--- config.mk ---
export PLATFORM = sky130hd
export DESIGN_NAME = tlik_isqrt
export DESIGN_NICKNAME = d
export VERILOG_FILES = /design/src/tlik_isqrt.sv
export SDC_FILE = /design/constraint.sdc
export NUM_CORES = 1
export LEC_CHECK = 0
export ABC_CLOCK_PERIOD_IN_PS = 3230
export BUFFER_PORTS_ARGS = -buffer_cell sky130_fd_sc_hd__buf_2
export CAP_MARGIN = 20
export CORE_ASPECT_RATIO = 1.2
export CORE_MARGIN = 1
export CORE_UTILIZATION = 30
export CTS_CLUSTER_DIAMETER = 200
export CTS_CLUSTER_SIZE = 16
export DETAILED_ROUTE_END_ITERATION = 16
export GPL_TIMING_DRIVEN = 0
export SETUP_SLACK_MARGIN = 0.5
export SYNTH_ARGS = -nofsm -noshare
export SYNTH_HDL_FRONTEND = slang
export SYNTH_SLANG_ARGS = --single-unit
export TNS_END_PERCENT = 1
--- constraint.sdc ---
create_clock -name clk_i -period 3.23 [get_ports clk_i]
set_input_delay 0.1615 -clock clk_i [delete_from_list [all_inputs] [get_ports clk_i]]
set_output_delay 0.1615 -clock clk_i [all_outputs]
set_load 0.005 [all_outputs]
--- src/tlik_isqrt.sv ---
// Pipelined integer floor square root, one result bit per stage.
`timescale 1ns / 1ps

module tlik_isqrt #(
  parameter int W  = 32,
  parameter int SW = 1
) (
  input  logic            clk_i,
  input  logic            rst_ni,
  input  logic            en_i,
  input  logic            valid_i,
  input  logic [W-1:0]    val_i,
  input  logic [SW-1:0]   side_i,
  output logic            valid_o,
  output logic [W/2-1:0]  root_o,
  output logic [SW-1:0]   side_o
);

  localparam int HW = W / 2;

  logic [W-1:0]  rem_q  [HW];
  logic [HW-1:0] root_q [HW];
  logic [SW-1:0] side_q [HW];
  logic [HW-1:0] vld_q;

  genvar s;
  for (s = 0; s < HW; s++) begin : g_stage
    localparam int K = HW - 1 - s;
    logic [W-1:0]  rem_in;
    logic [HW-1:0] root_in;
    logic [SW-1:0] side_in;
    logic          v_in;
    logic [W:0]    test;

    if (s == 0) begin : g_first
      assign rem_in  = val_i;
      assign root_in = '0;
      assign side_in = side_i;
      assign v_in    = valid_i;
    end else begin : g_next
      assign rem_in  = rem_q[s-1];
      assign root_in = root_q[s-1];
      assign side_in = side_q[s-1];
      assign v_in    = vld_q[s-1];
    end

    // (root + 2^K)^2 - root^2 = root * 2^(K+1) + 2^(2K)
    assign test = ((W+1)'(root_in) << (K + 1)) + ((W+1)'(1) << (2 * K));

    always_ff @(posedge clk_i or negedge rst_ni) begin
      if (!rst_ni) begin
        vld_q[s] <= 1'b0;
      end else if (en_i) begin
        vld_q[s] <= v_in;
      end
    end

    always_ff @(posedge clk_i) begin
      if (en_i) begin
        side_q[s] <= side_in;
        if ({1'b0, rem_in} >= test) begin
          rem_q[s]  <= rem_in - test[W-1:0];
          root_q[s] <= root_in | (HW'(1) << K);
        end else begin
          rem_q[s]  <= rem_in;
          root_q[s] <= root_in;
        end
      end
    end
  end

  assign valid_o = vld_q[HW-1];
  assign root_o  = root_q[HW-1];
  assign side_o  = side_q[HW-1];

endmodule

==> impl_metrics.toml <==
[floorplanning]
die_x_um = 294
coreArea_um2 = 101000
io_pins = 55
initial_core_util_pct = 30.2
die_y_um = 352
dieArea_um2 = 103000
num_rows = 128

[yosys]
synth-seq-cells = 648
synth-adder-area-share_pct = 6.12
synth_top_family_by_area = "simple AND/OR/NAND/NOR gates"
synth_edf_count = 632
synth-xor-area-share_pct = 5.66
postSynthCellCount = 2339
synth_compound_area_share_pct = 8.71
synth.area.mux_share_pct = 1.36
synth_cell_types = 84
synth.avg_cell_area_um2 = 13.1
async_flop_share_pct = 2.47
synthTopCellsByCount = "632 x edfxtp_1, 179 x inv_1, 150 x ha_1"
yosysWarnings = 0
synth_seq_area_share_pct = 63.2
synth_most_common_cell = "edfxtp_1"
synth-simple-area-share_pct = 11.9
synth_area_um2 = 30700
synth-main-ff-cell = "edfxtp_1"
synth_top_area_share_pct = 61.9
netlist_top_cells_area = "edfxtp_1 62%, ha_1 6.1%, xnor2_1 3.0%, xor2_1 2.6%, inv_1 2.2%"
syn_nets = 2526
synth_top_area_cell = "edfxtp_1"

[global_route]
antenna_found_initial = 0
overflow = 0
grt_max_degree = 42
grt_pass1_vias = 18900
grt.total_usage_pct = 10.8
grt_pass1_wl_um = 90200

[sta]
hold_viol_final = 0
setup_viol_count_final = 0
finalClockSkew_ns = 0.0216
tightest_slew_ns = 0.916
fmax_mhz = 355
tns_ns = 0
rsz0062_at_grt = "yes"
maxSlewHeadroom_pct = 38.9
slew_viol_final = 0
min_period_ns = 2.82
worst_slack_ns = 0.409
finalCritPeriodShare_pct = 87.3

[setup_path]
critPathMaxFanout = 6
start_kind = "flop"
path_cells = "ha_2 > and4_4 > nand4_1 > o311ai_4 > a211oi_4 > or3_4 > nor3b_4 > xor2_1"
cp.depth = 8
reg2reg_to = "rem_q[1][214]$_DFFE_PP_"
worst_path_largest_cell_delay_ns = 0.41
startpoint = "rem_q[1][169]$_DFFE_PP_"
end_kind = "flop"
worstSetupPathType = "reg -> reg"
slowest_stage = "edfxtp_1"
cp_num_buf_inv = 0
reg2reg_depth = 8
crit_required_ns = 3.57
cp-endpoint = "rem_q[1][214]$_DFFE_PP_"
critPathTopFamily = "simple AND/OR/NAND/NOR gates"
critical_path_arrival_ns = 3.16
r2r_start = "rem_q[1][169]$_DFFE_PP_"
r2r_setup_slack_ns = 0.41

[detailed_routing]
drc = 0
ant_nets = 0
drtIter0Drc = 865
viasPerCell = 4.63
drt-total-wl_um = 56900
dr.pass1.iters = 5
num_vias = 18000
routedWlPerCell_um = 14.7

[placed_design]
dp_hpwl_um = 43300
gp_congestion = 0.921
place_inst = 3766
io_buffers = 54
post-place-ws_ns = -0.750

[cts]
clk_latency_ns = 0.60
cts_buffers = 46
cts_tree = "done"
ctsRootBufferMaster = "clkbuf_16"
clockBufferDepth = 3
cts.clk_slew.worst_paths_ns = 0.07
htreeDepth = 2
clock_sinks = 648

[run_status]
outcome = "complete, no violations"

[min_path]
hold_path.class = "in -> reg"
hold_path_depth = 2

[finish]
area_growth_pct = 15.1
finalNetCount = 2693
fillCellCount = 9757
stdcell_count = 3882
drive_gt1_share_pct = 13.0
multiInputGateArea_um2 = 11000
area.sequential_um2 = 19400
antenna_cells = 0

[power]
p_switching_mw = 5.27
sequentialPowerShare_pct = 55.6
ir_drop_mv = 0.457
sw_frac_of_total_pct = 26.5
clock_power_share_pct = 26.7
p_comb_share_pct = 17.7
p_leak_nw = 12.9
p_per_area_nw_per_um2 = 564
internal_power_mw = 14.6

[job]
cap_violations = 0
-- placed cells by master, fill, tap and decap left out, types with 20 or more instances in the layout --
cell type | netlist | layout
a21o_1 | 38 | 38
a21oi_1 | 106 | 103
buf_2 | 13 | 63
buf_4 | 2 | 20
clkbuf_1 | 42 | 20
clkbuf_16 | 0 | 46
clkbuf_2 | 0 | 26
dlygate4sd3_1 | 0 | 37
edfxtp_1 | 632 | 632
ha_1 | 150 | 136
inv_1 | 179 | 179
mux2_2 | 26 | 26
nand2_1 | 117 | 117
nand2b_1 | 27 | 27
nand3_1 | 43 | 42
nand4_1 | 32 | 32
nor2_1 | 149 | 146
nor2b_1 | 21 | 20
nor3_1 | 51 | 46
nor4_1 | 68 | 60
o21a_1 | 29 | 29
o21ai_0 | 108 | 104
or3_1 | 22 | 21
xnor2_1 | 106 | 106
xor2_1 | 92 | 92
-- final cells by class --
type	count	area share [%]
Inverter	179	1.90
Clock buffer	54	3.35
Clock inverter	5	0.202
Timing Repair Buffer	119	2.70
Sequential cell	648	54.9
Multi-Input combinational cell	1453	31.2
Tap cell	1365	4.84
Buffer	59	0.912
-- worst min path at each step --
stage | startpoint | end | slack (ns)
after floorplan | rst_ni | g_stage[10].v_in$_DFFE_PN0P_ | -0.13
after global placement | rst_ni | g_stage[13].v_in$_DFFE_PN0P_ | 0.08
after detailed placement | rst_ni | g_stage[13].v_in$_DFFE_PN0P_ | 0.09
after CTS | val_i[27] | rem_q[0][27]$_DFFE_PP_ | 0.24
after global routing | val_i[27] | rem_q[0][27]$_DFFE_PP_ | 0.26
final | val_i[27] | rem_q[0][27]$_DFFE_PP_ | 0.28
-- state kept, by name (all words and copies together), names as in the netlist --
| register | cells |
|---|---|
| rem_q | 480 |
| root_q | 136 |
| g_stage.v_in | 15 |
| valid_o | 1 |
| side_q | 16 |
-- layer usage --
layer  vias to the layer above  part of all wire, %  track usage, %  routed length [um]
met5                         -                    0               0                   0
met1                      8459                   34            9.28               19200
met2                       294                   57            22.4               32200
li1                       9050                    -               -                   -
met3                       181                  2.6            1.44                1490
met4                         0                  7.2            6.97                4100
-- cells by family (layout without fill, tap and decap cells) --
| kind of cell | Yosys count | after routing |
|---|---|---|
| fa+ha+maj | 150 | 150 |
| mux | 36 | 36 |
| buf+inv | 238 | 416 |
| compound gates | 409 | 409 |
| simple gates | 660 | 660 |
| xor+xnor | 198 | 198 |
| flops | 648 | 648 |
-- worst reg2reg max path, cell delays in order (launching register included) --
cell and delay, ns:
edfxtp_1 0.41, ha_2 0.41, and4_4 0.28, nand4_1 0.28, o311ai_4 0.39, a211oi_4 0.13, or3_4 0.40, nor3b_4 0.20
xor2_1 0.08
-- what timing repair did --
| action | 4_1_cts | 5_1_grt |
|---|---|---|
| hold endpoints to repair | 66 | 0 |
| pin swaps | 9 | 15 |
| buffers inserted | 10 | 9 |
| resized for setup | 48 | 107 |
| hold buffers | 37 | 0 |
| gates cloned | 0 | 1 |
| endpoints found under the setup margin | 542 | 197 |
-- per-stage QoR --
| stage | power [mW] | utilization (%) | hold slack, ns | cell area (um^2) |
|---|---|---|---|---|
| after global placement | 14.4 | 32.2 | 0.0837 | 32600 |
| after detailed placement | 14.5 | 32.4 | 0.0924 | 32800 |
| after global routing | 20.9 | 34.8 | 0.258 | 35300 |
| after CTS | 19.9 | 34.2 | 0.239 | 34700 |
| final | 19.9 | 34.8 | 0.277 | 35300 |
| after floorplan | 13.6 | - | -0.134 | 30700 |
-- power by group through the flow --
| stage | sequential [mW] | clock [mW] | combinational [mW] |
|---|---|---|---|
| floorplan | 11.0 | 0 | 2.55 |
| global placement | 11.2 | 0 | 3.20 |
| detailed placement | 11.2 | 0 | 3.28 |
| CTS | 11.0 | 5.51 | 3.39 |
| global route | 11.2 | 5.77 | 3.91 |
| finish | 11.1 | 5.32 | 3.52 |
No activity file was read; power rests on OpenSTA's default activity.
